$ cat config.mk
export PLATFORM = sky130hd
export DESIGN_NAME = scan_packet_byte_parser_unit
export DESIGN_NICKNAME = d
export VERILOG_FILES = /design/src/hw/rtl/spbp_pkg.sv /design/src/hw/rtl/scan_packet_byte_parser_unit.sv
export SDC_FILE = /design/constraint.sdc
export NUM_CORES = 1
export LEC_CHECK = 0
export BUFFER_PORTS_ARGS = -buffer_cell sky130_fd_sc_hd__buf_2
export CAP_MARGIN = 20
export CORE_AREA = 2 2 146 113
export DETAILED_ROUTE_END_ITERATION = 8
export DIE_AREA = 0 0 148 115
export GPL_TIMING_DRIVEN = 0
export PLACE_DENSITY_LB_ADDON = 0.2
export SETUP_SLACK_MARGIN = 0.5
export SKIP_LAST_GASP = 1
export SLEW_MARGIN = 10
export SYNTH_ARGS = -nofsm -noshare
export SYNTH_HDL_FRONTEND = slang
export SYNTH_SLANG_ARGS = --single-unit
$ cat constraint.sdc
create_clock -name clk_i -period 2.7 [get_ports clk_i]
set_clock_uncertainty 0.05 [all_clocks]
set_input_delay 0.54 -clock clk_i [delete_from_list [all_inputs] [get_ports clk_i]]
set_output_delay 0.54 -clock clk_i [all_outputs]
set_load 0.01 [all_outputs]
$ cat src/hw/rtl/spbp_pkg.sv
`timescale 1ns / 1ps
`default_nettype none

package spbp_pkg;

  // Sync pair that opens every packet
  localparam logic [7:0] SyncFirst  = 8'hAA;
  localparam logic [7:0] SyncSecond = 8'h55;

  // Parse phase codes
  localparam int unsigned PhaseW = 4;
  localparam logic [PhaseW-1:0] PhHunt1   = 4'd0;
  localparam logic [PhaseW-1:0] PhHunt2   = 4'd1;
  localparam logic [PhaseW-1:0] PhKind    = 4'd2;
  localparam logic [PhaseW-1:0] PhCount   = 4'd3;
  localparam logic [PhaseW-1:0] PhStartLo = 4'd4;
  localparam logic [PhaseW-1:0] PhStartHi = 4'd5;
  localparam logic [PhaseW-1:0] PhStopLo  = 4'd6;
  localparam logic [PhaseW-1:0] PhStopHi  = 4'd7;
  localparam logic [PhaseW-1:0] PhSpareLo = 4'd8;
  localparam logic [PhaseW-1:0] PhSpareHi = 4'd9;
  localparam logic [PhaseW-1:0] PhRecords = 4'd10;

  // Byte position inside a measurement record
  localparam logic [1:0] RecQuality = 2'd0;
  localparam logic [1:0] RecDistHi  = 2'd1;
  localparam logic [1:0] RecDistLo  = 2'd2;

endpackage

`default_nettype wire

$ cat src/hw/rtl/scan_packet_byte_parser_unit.sv
`timescale 1ns / 1ps
`default_nettype none

// Channel   Direction  Handshake                Payload
// ------------------------------------------------------------------------------
// in        request    in_valid_i / in_stall_o  rx_byte_i
// out       result     out_valid_o / out_stall_i quality_o, distance_o,
//                                               record_index_o, packet_kind_o,
//                                               start_angle_o, stop_angle_o,
//                                               spare_word_o, last_record_o
//
// One byte per cycle while in_stall_o is low. Each accepted byte updates the parse
// state in the same edge; the third byte of a record loads the result register,
// so a result is visible in the cycle after its last byte is accepted.
// Reset (rst_ni low, asynchronous) returns to hunting the first sync byte and
// empties the result register.
// in_stall_o is high only while a result is held and the out side stalls; a
// result leaving in the same cycle frees the slot for the next byte.

module scan_packet_byte_parser_unit (
  input  wire logic        clk_i,
  input  wire logic        rst_ni,
  input  wire logic        in_valid_i,
  output logic             in_stall_o,
  input  wire logic [7:0]  rx_byte_i,
  output logic             out_valid_o,
  input  wire logic        out_stall_i,
  output logic [7:0]       quality_o,
  output logic [15:0]      distance_o,
  output logic [7:0]       record_index_o,
  output logic [7:0]       packet_kind_o,
  output logic [15:0]      start_angle_o,
  output logic [15:0]      stop_angle_o,
  output logic [15:0]      spare_word_o,
  output logic             last_record_o
);

  // Parse state
  logic [spbp_pkg::PhaseW-1:0] phase_q, phase_d;
  logic [1:0]  rec_pos_q, rec_pos_d;
  logic [7:0]  rec_done_q, rec_done_d;
  logic [7:0]  rec_total_q, rec_total_d;
  logic [7:0]  kind_q, kind_d;
  logic [15:0] start_q, start_d;
  logic [15:0] stop_q, stop_d;
  logic [15:0] spare_q, spare_d;
  logic [7:0]  qual_q, qual_d;
  logic [7:0]  dist_hi_q, dist_hi_d;

  // Result register
  logic        out_valid_q, out_valid_d;
  logic        emit;
  logic        accept;
  logic        last_rec;
  logic [7:0]  rec_next;

  logic [7:0]  res_quality_q;
  logic [15:0] res_distance_q;
  logic [7:0]  res_index_q;
  logic [7:0]  res_kind_q;
  logic [15:0] res_start_q;
  logic [15:0] res_stop_q;
  logic [15:0] res_spare_q;
  logic        res_last_q;

  // Slot is free when empty or being drained this cycle
  assign in_stall_o = out_valid_q && out_stall_i;
  assign accept     = in_valid_i && !in_stall_o;

  assign rec_next = rec_done_q + 8'd1;
  assign last_rec = (rec_next == rec_total_q);

  always_comb begin
    phase_d     = phase_q;
    rec_pos_d   = rec_pos_q;
    rec_done_d  = rec_done_q;
    rec_total_d = rec_total_q;
    kind_d      = kind_q;
    start_d     = start_q;
    stop_d      = stop_q;
    spare_d     = spare_q;
    qual_d      = qual_q;
    dist_hi_d   = dist_hi_q;
    emit        = 1'b0;

    if (accept) begin
      case (phase_q)
        spbp_pkg::PhHunt2: begin
          // a wrong second byte is not retried as a first sync byte
          phase_d = (rx_byte_i == spbp_pkg::SyncSecond) ? spbp_pkg::PhKind
                                                        : spbp_pkg::PhHunt1;
        end
        spbp_pkg::PhKind: begin
          kind_d  = rx_byte_i;
          phase_d = spbp_pkg::PhCount;
        end
        spbp_pkg::PhCount: begin
          rec_total_d = rx_byte_i;
          phase_d     = spbp_pkg::PhStartLo;
        end
        spbp_pkg::PhStartLo: begin
          start_d = {8'h00, rx_byte_i};
          phase_d = spbp_pkg::PhStartHi;
        end
        spbp_pkg::PhStartHi: begin
          start_d = {rx_byte_i, start_q[7:0]};
          phase_d = spbp_pkg::PhStopLo;
        end
        spbp_pkg::PhStopLo: begin
          stop_d  = {8'h00, rx_byte_i};
          phase_d = spbp_pkg::PhStopHi;
        end
        spbp_pkg::PhStopHi: begin
          stop_d  = {rx_byte_i, stop_q[7:0]};
          phase_d = spbp_pkg::PhSpareLo;
        end
        spbp_pkg::PhSpareLo: begin
          spare_d = {8'h00, rx_byte_i};
          phase_d = spbp_pkg::PhSpareHi;
        end
        spbp_pkg::PhSpareHi: begin
          spare_d = {rx_byte_i, spare_q[7:0]};
          // empty packet: straight back to hunting
          phase_d = (rec_total_q == 8'd0) ? spbp_pkg::PhHunt1 : spbp_pkg::PhRecords;
        end
        spbp_pkg::PhRecords: begin
          case (rec_pos_q)
            spbp_pkg::RecDistHi: begin
              dist_hi_d = rx_byte_i;
              rec_pos_d = spbp_pkg::RecDistLo;
            end
            spbp_pkg::RecDistLo: begin
              emit       = 1'b1;
              rec_pos_d  = spbp_pkg::RecQuality;
              rec_done_d = rec_next;
              if (last_rec) begin
                phase_d = spbp_pkg::PhHunt1;
              end
            end
            default: begin
              // quality byte; the unused position code behaves the same
              qual_d    = rx_byte_i;
              rec_pos_d = spbp_pkg::RecDistHi;
            end
          endcase
        end
        default: begin
          // hunting first sync byte, also any unused phase code
          if (rx_byte_i == spbp_pkg::SyncFirst) begin
            rec_pos_d  = spbp_pkg::RecQuality;
            rec_done_d = 8'd0;
            phase_d    = spbp_pkg::PhHunt2;
          end else begin
            phase_d = spbp_pkg::PhHunt1;
          end
        end
      endcase
    end
  end

  always_comb begin
    out_valid_d = out_valid_q;
    if (out_valid_q && !out_stall_i) begin
      out_valid_d = 1'b0;
    end
    if (emit) begin
      out_valid_d = 1'b1;
    end
  end

  always_ff @(posedge clk_i or negedge rst_ni) begin
    if (!rst_ni) begin
      phase_q     <= spbp_pkg::PhHunt1;
      rec_pos_q   <= spbp_pkg::RecQuality;
      rec_done_q  <= 8'd0;
      rec_total_q <= 8'd0;
      kind_q      <= 8'd0;
      start_q     <= 16'd0;
      stop_q      <= 16'd0;
      spare_q     <= 16'd0;
      qual_q      <= 8'd0;
      dist_hi_q   <= 8'd0;
      out_valid_q <= 1'b0;
    end else begin
      phase_q     <= phase_d;
      rec_pos_q   <= rec_pos_d;
      rec_done_q  <= rec_done_d;
      rec_total_q <= rec_total_d;
      kind_q      <= kind_d;
      start_q     <= start_d;
      stop_q      <= stop_d;
      spare_q     <= spare_d;
      qual_q      <= qual_d;
      dist_hi_q   <= dist_hi_d;
      out_valid_q <= out_valid_d;
    end
  end

  // Result payload, loaded only when a record completes
  always_ff @(posedge clk_i) begin
    if (emit) begin
      res_quality_q  <= qual_q;
      res_distance_q <= {dist_hi_q, rx_byte_i};
      res_index_q    <= rec_done_q;
      res_kind_q     <= kind_q;
      res_start_q    <= start_q;
      res_stop_q     <= stop_q;
      res_spare_q    <= spare_q;
      res_last_q     <= last_rec;
    end
  end

  assign out_valid_o    = out_valid_q;
  assign quality_o      = res_quality_q;
  assign distance_o     = res_distance_q;
  assign record_index_o = res_index_q;
  assign packet_kind_o  = res_kind_q;
  assign start_angle_o  = res_start_q;
  assign stop_angle_o   = res_stop_q;
  assign spare_word_o   = res_spare_q;
  assign last_record_o  = res_last_q;

endmodule

`default_nettype wire

# Word level (Yosys, flattened, before mapping)
# Index checks and enable logic that the tools add are counted.
# classes
addsub,1
n_eq_ne,17
muxes,20
n_bitwise,5
n_reduce_logical,26
# ops
cell,count
one-hot mux 16 bit (2 select lines),3
one-hot mux 4 bit (10 select lines),1
AND reduction 3 bit,7
"== test 4 x 3 -> 1 bit, second input constant",4
two-way mux 8 bit,2
one-hot mux 8 bit (2 select lines),1
"== test 4 bit, second input constant",3
two-way mux 4 bit,3
AND reduction 2 bit,5
nonzero test 2 bit,5
OR reduction 9 bit,1
"adder 8 x 1 -> 8 bit, second input constant",1
"== test 4 x 2 -> 1 bit, second input constant",2
"== test 8 x 7 -> 1 bit, second input constant",1
== test 8 bit,1
"== test 8 bit, second input constant",1
logical NOT 8 bit,1
one-hot mux 2 bit (2 select lines),2
two-way mux 1 bit,6
NOT 1 bit,5
"== test 4 x 1 -> 1 bit, second input constant",1
two-way mux 2 bit,2
AND reduction 4 bit,1
logical AND 1 bit,3
6 further kinds,7
# word_totals
regBits,184
inputBits,12
output_inout_bits,91
wordCells,91

# Logic depth before layout (Yosys ltp)
# Gate-level depths: netlist of the first run.
# logic_depth
word_depth,5
ltp_mapped,7
ltp_nobuf,6

# Least setup slack after synthesis of the first run
# No wires, ideal clock.
# synth_timing
kind,input -> register
startpoint,in in_valid_i
endpoint,reg rec_done_q[4]
setup_ps,84
t_arrival_ps,2815
t_required_ps,2566
slack_ps,-249
cell_stages,7
n_path_buf,2
cell_sequence,a21bo_2 -> clkbuf_1 -> nor2_1 -> and2_1 -> buf_2 -> a21oi_1 -> a31oi_1
# synth_between
elab_chain_cells,2
# synth_rtl
element,line_no,source
"start, declared",scan_packet_byte_parser_unit.sv:23,"input wire logic in_valid_i,"
logical AND 1 bit,scan_packet_byte_parser_unit.sv:68,assign accept = in_valid_i && !in_stall_o;
AND reduction 4 bit (no line),n/a,
"end signal, assigned",scan_packet_byte_parser_unit.sv:187,rec_done_q <= rec_done_d;
"end, declared",scan_packet_byte_parser_unit.sv:41,"logic [7:0] rec_done_q, rec_done_d;"
# No other way between the ends.
# A chain may end at the register's enable or synchronous reset.

# Worst setup path in the final report of the first run
# layout_timing
startpoint,reg phase_q[1] in the netlist's numbering
endpoint,reg spare_q[1]
# layout_between
elab_chain_cells,3
elab_cells_between_ends,4
cone_classes,2 x eq/ne; 1 x bitwise; 1 x reduce/logical
# layout_rtl
element,line_no,source
"start, declared",scan_packet_byte_parser_unit.sv:39,"logic [spbp_pkg::PhaseW-1:0] phase_q, phase_d;"
"start signal, assigned",scan_packet_byte_parser_unit.sv:173,phase_q <= spbp_pkg::PhHunt1;
"start signal, assigned",scan_packet_byte_parser_unit.sv:185,phase_q <= phase_d;
== test 4 bit,scan_packet_byte_parser_unit.sv:87,case (phase_q)
NOT 1 bit (no line),n/a,
AND reduction 3 bit (no line) *,n/a,
"end signal, assigned",scan_packet_byte_parser_unit.sv:192,spare_q <= spare_d;
"end, declared",scan_packet_byte_parser_unit.sv:46,"logic [15:0] spare_q, spare_d;"
# Every way passes the cells marked *; elsewhere a longest branch is shown, timed or not.

==> impl_metrics.ini, run 1 <==
[run_status]
status = finished, final reports clean

[timing]
slew_headroom = 0.478
post-route-period-util = 0.779
finalHoldViolations = 0
rsz0062_at_grt = yes
worstMarginPinSlew_ns = 0.779
finalSetupViolations = 0
holdWs_ns = 0.0846
fin_crit_ns = 2.10
setup_tns_ns = 0
maxSlewViolCount = 0
max_freq_mhz = 475

[yosys]
ys_dominant_reg_cell = dfrtp_1
synthMuxAreaShare = 0.0944
ys_ff_latch = 184
synth_edf_count = 89
yosys_warnings = 0
avgSynthCellArea_um2 = 15.2
synth_top_area_share = 0.388
synth_top_cell_by_area = edfxtp_1
synthSimpleGateAreaFrac = 0.0701
synth_commonest_cells = 95 x dfrtp_1, 89 x edfxtp_1, 41 x nand2_1
synth_top_family_by_area = multiplexers
synthAdderAreaFrac = 0.00726
synth.most_common_cell = dfrtp_1
syn_area_um2 = 6890
synth_area_leaders = edfxtp_1 39%, dfrtp_1 34%, mux2_2 5.7%, mux2_1 3.4%, nand2_1 2.2%
postSynth.asyncResetShare = 0.516
synth_compound_area_frac = 0.0637
synth_cell_types = 48
synth_xor_area_frac = 0.0114
syn-num-nets = 469
ys_seq_area_frac = 0.732
post_synth_inst_count = 453

[grt]
grt_pass1_vias = 3948
overflow = 0
grt_pass1_wl_mm = 21.7
grtUsageTotal = 0.168
grt_max_degree = 53
antenna_found_initial = 0

[clocking]
tritoncts = done
h-tree-depth = 4
cts.path.max_buffers = 2
cts_hold_buf = 0
root_buffer = clkbuf_16
clk_latency_ns = 0.42
numCtsBuffers = 17
cts.sinks = 184
clk_pin_slew_worst_paths_ns = 0.07

[finish]
nets = 594
drive_gt1_frac = 0.332
seqCellArea_um2 = 5050
n_fill_cell = 1344
fin_util = 0.537
stdcell_area_um2 = 8380
multi_input_area_um2 = 1740
areaGrowthSynthToFinish_pct = 21.5
num_antenna_cells = 0

[drt]
postRouteAntennaNets = 0
viasPerCell = 5.04
vias = 4034
drc_errors = 0
dr.pass1.iters = 4
drt-initial-drc-count = 275
routedWlPerCell_um = 17.3
wl_mm = 13.8

[critical_path]
end_kind = register
cp_max_fo = 10
reg2reg_from = phase_q[1]$_DFFE_PN0P_
crit_required_ns = 2.94
reg2regPathDepth = 5
reg2reg_to = spare_q[1]$_DFFE_PN0P_
cp-start-kind = register
path_class = register to register
worstPathArrival_ns = 2.35
rrSetupSlack_ns = 0.60

[floorplan]
initial_core_util = 0.442
die_w_um = 148
fp-row-count = 40
coreArea_um2 = 15600
num_io_pins = 103
die_h_um = 115
dieArea_um2 = 17000

[pwr]
ir_worst_vdd_uv = 478
power_density_nw_per_um2 = 914
p_leak_nw = 3.43

[placed_design]
place_congestion = 0.829
placed_area_um2 = 7710
dp_hpwl_mm = 8.73
portBuffers = 102

[worst_hold_path]
hold_path_class = primary input to async pin

[run]
drv_cap = 0
## layout by cell type (no fill, tap or decap), drive strengths merged, types with 6 or more instances in the layout
cell    synthesis  final
buf             6    112
dfrtp          95     95
edfxtp         89     89
mux2           56     56
nand2          41     41
clkbuf         17     36
o21ai          33     33
inv            13     18
nand3          16     16
nor2           10     10
a21oi           9      9
xnor2           6      6
a31oi           6      6
## metal layers
metal / up-vias / part of all wire / GRT usage
met5: - / 0 / 0
li1: 1902 / - / -
met3: 11 / 0.052 / 0.0409
met1: 2020 / 0.48 / 0.244
met2: 101 / 0.46 / 0.256
met4: 0 / 0.0091 / 0.0483
## sequential cells by signal, summed over array words and instances, names as in the netlist
name / count
qual_q: 8
stop_q: 16
rec_done_q: 8
dist_hi_q: 8
out_valid_o: 1
record_index_o: 8
packet_kind_o: 8
rec_total_q: 8
last_record_o: 1
phase_q: 4
stop_angle_o: 16
spare_q: 16
start_angle_o: 16
kind_q: 8
start_q: 16
rec_pos_q: 2
spare_word_o: 16
quality_o: 8
distance_o: 16
## report_power, final
group / internal, mW / switching [mW]
clock: 1.32 / 1.09
combinational: 0.615 / 0.617
sequential: 3.65 / 0.361
## area by class of cell
cell class | instances | area share
flip-flops and latches | 184 | 0.603
repair buffers | 106 | 0.0696
well taps | 210 | 0.0314
plain buffers | 23 | 0.0130
clock inverters | 13 | 0.0164
inverters | 13 | 0.00582
multi-input cells | 233 | 0.208
clock buffers | 19 | 0.0529
## critical path, cell delays in order, from the launching register on
cell and delay [ns]:
dfrtp_1 0.44, clkbuf_1 0.25, nor3b_1 0.37, nand2_2 0.21, nor2_4 0.30, mux2_1 0.37
## worst max-delay path by stage
stage                              startpoint                    endpoint  slack [ns]  depth (start not counted)
detailed placement                out_stall_i  stop_angle_o[12]$_DFFE_PP_        0.01                          6
finish                 phase_q[1]$_DFFE_PN0P_      spare_q[1]$_DFFE_PN0P_        0.60                          5
CTS                 rec_done_q[0]$_DFFE_PN0P_      phase_q[1]$_DFFE_PN0P_        0.50                          6
global route           phase_q[1]$_DFFE_PN0P_      spare_q[1]$_DFFE_PN0P_        0.41                          5
global placement                       rst_ni     spare_q[15]$_DFFE_PN0P_        0.06                          1
floorplan                          in_valid_i     distance_o[0]$_DFFE_PP_        0.58                          5
## through the flow
step	setup slack [ns]	total power, mW	instances
2_1_floorplan	0.584	4.89	453
3_3_place_gp	0.0639	5.17	765
3_5_place_dp	0.0125	5.27	766
4_1_cts	0.503	7.68	799
5_1_grt	0.413	8.05	801
6_report	0.597	7.66	801
## what timing repair did
item | 4_1_cts | 5_1_grt
hold endpoints to repair | 0 | 0
endpoints found under the setup margin | 113 | 141
gates resized for setup | 5 | 9
setup buffers | 0 | 2
cloned | 1 | 0
pin swaps | 0 | 2
## kinds of logic after synthesis
group / after synthesis
AOI/OAI and AO/OA: 68
xor gates and xnor gates: 9
adders and majority gates: 4
buffers and inverters: 36
DFF: 184
muxes: 58
and+or+nand+nor: 94
(Power assumes the default switching activity.)
==> run 2: changes to the inputs <==
==> constraint.sdc (replaced) <==
create_clock -name clk_i -period 2 [get_ports clk_i]
set_clock_uncertainty 0.05 [all_clocks]
set_input_delay 0.4 -clock clk_i [delete_from_list [all_inputs] [get_ports clk_i]]
set_output_delay 0.4 -clock clk_i [all_outputs]
set_load 0.01 [all_outputs]
==> impl_metrics.ini, run 2 (synthesized netlist as in run 1, its figures left out) <==
[grt]
grt_pass1_wl_mm = 25.9
grtUsageTotal = 0.209
grt_max_degree = 62
grt_pass1_vias = 4429
overflow = 0
antenna_found_initial = 0

[timing]
fin_crit_ns = 1.99
max_freq_mhz = 502
slew_headroom = 0.427
worstMarginPinSlew_ns = 0.859
post-route-period-util = 0.996
rsz0062_at_grt = yes
setup_tns_ns = 0
finalHoldViolations = 0
finalSetupViolations = 0
maxSlewViolCount = 0

[critical_path]
reg2reg_from = rec_total_q[7]$_DFFE_PN0P_
worstPathCellList = xnor2_2 > or4_1 > o21a_2 > a2111oi_4 > o21ai_1
critPathMaxStageDelay_ns = 0.55
path_class = register to register
slowest_stage = or4_1
end_kind = register
crit_required_ns = 2.25
cp_max_fo = 2
crit_path_start = rec_total_q[7]$_DFFE_PN0P_
cp-start-kind = register
worstPathArrival_ns = 2.24
rrSetupSlack_ns = 0.008

[placed_design]
place_congestion = 0.829
placed_area_um2 = 7940
dp_hpwl_mm = 8.85
portBuffers = 102
dp_cells = 766

[clocking]
cts.path.max_buffers = 2
tritoncts = done
numCtsBuffers = 17
cts.sinks = 184
clk_latency_ns = 0.43
clk_pin_slew_worst_paths_ns = 0.06
h-tree-depth = 4
root_buffer = clkbuf_16

[finish]
n_fill_cell = 1155
drive_gt1_frac = 0.508
nets = 663
final_common_cell = buf_2
stdcell_area_um2 = 9930
areaGrowthSynthToFinish_pct = 44.1
num_antenna_cells = 0
stdcell_count = 870
final_cell_mix = 100 x buf_2, 89 x dfrtp_1, 89 x edfxtp_1, 35 x nand2_1, 29 x mux2_4

[drt]
vias = 4512
postRouteAntennaNets = 0
drt-initial-drc-count = 316
routedWlPerCell_um = 20.5
drc_errors = 0
viasPerCell = 5.19
dr.pass1.iters = 4
wl_mm = 17.8

[worst_hold_path]
hold_path_class = primary input to register
min-delay-start = rx_byte_i[5]

[floorplan]
num_io_pins = 103
fp-row-count = 40
dieArea_um2 = 17000
die_h_um = 115
initial_core_util = 0.442
coreArea_um2 = 15600
die_w_um = 148

[run_status]
status = finished, final reports clean

[pwr]
power_density_nw_per_um2 = 1120
ir_worst_vdd_uv = 744
p_total_mw = 11.1
p_leak_nw = 4.11

[run]
drv_cap = 0
run 2: cell count changes in the layout (fill, tap and decap cells not counted), sizes merged:
cell | previous run | this run
buf | 112 | 183
inv | 18 | 15
clkbuf | 36 | 34
bufinv | 1 | 0
clkinv | 5 | 6
clkinvlp | 2 | 3
dlygate4sd3 | 0 | 1
nand3 | 16 | 17
run 2: power by group:
group          internal [mW]  switching [mW]  total (mW)
Combinational           1.43            1.19        2.61
Sequential              4.94           0.566        5.50
Clock                   1.62            1.40        3.02
Total                   7.99            3.15        11.1
run 2: area by class of cell:
class                           instances  area (um^2)  share of cell area
Clock buffer                           21          450              0.0453
Timing Repair Buffer                  174         1620               0.163
Tap cell                              210          263              0.0264
Inverter                               13         48.8             0.00491
Multi-Input combinational cell        234         2210               0.223
Buffer                                 23          204              0.0205
Clock inverter                         11         73.8             0.00743
Sequential cell                       184         5060               0.509
run 2: per-stage QoR:
stage                util  worst slack (ns)  hold WS (ns)
floorplan               -             0.193        0.0544
global placement    0.507            -0.637         0.375
detailed placement  0.508            -0.174         0.355
CTS                 0.605             0.129         0.118
global route        0.636           -0.0317         0.110
finish              0.636           0.00804         0.131
run 2: critical path, delay by kind of cell, from the launching register on:
kind	cells	cell delay, ns
compound gates	3	0.66
simple gates	1	0.55
flops	1	0.42
xor+xnor	1	0.18
run 2: metal layers:
metal  share of wire  global-route usage  routed length, um  vias up
met5               0                   0                  0        -
met4           0.025              0.0698                438        0
met3           0.059              0.0583               1060       36
met2            0.48               0.326               8550      159
met1            0.44               0.286               7800     2281
li1                -                   -                  -     2036
run 2: timing repair:
action	in CTS	in global routing
setup buffers	36	18
hold buffers	1	0
endpoints found under the hold margin	34	0
pin swaps	19	15
setup endpoints to repair	185	188
gates resized for setup	63	82
gates cloned	15	2
run 2: path summary, 6_finish.rpt:
| path | end | depth (start not counted) |
|---|---|---|
| setup / recovery | phase_q[1]$_DFFE_PN0P_ | 5 |
| hold / removal | distance_o[5]$_DFFE_PP_ | 1 |
| setup reg to reg | phase_q[1]$_DFFE_PN0P_ | 5 |
| hold reg to reg | quality_o[3]$_DFFE_PP_ | 0 |
| max in group asynchronous | phase_q[1]$_DFFE_PN0P_ | 3 |
| min in group asynchronous | dist_hi_q[4]$_DFFE_PN0P_ | 2 |
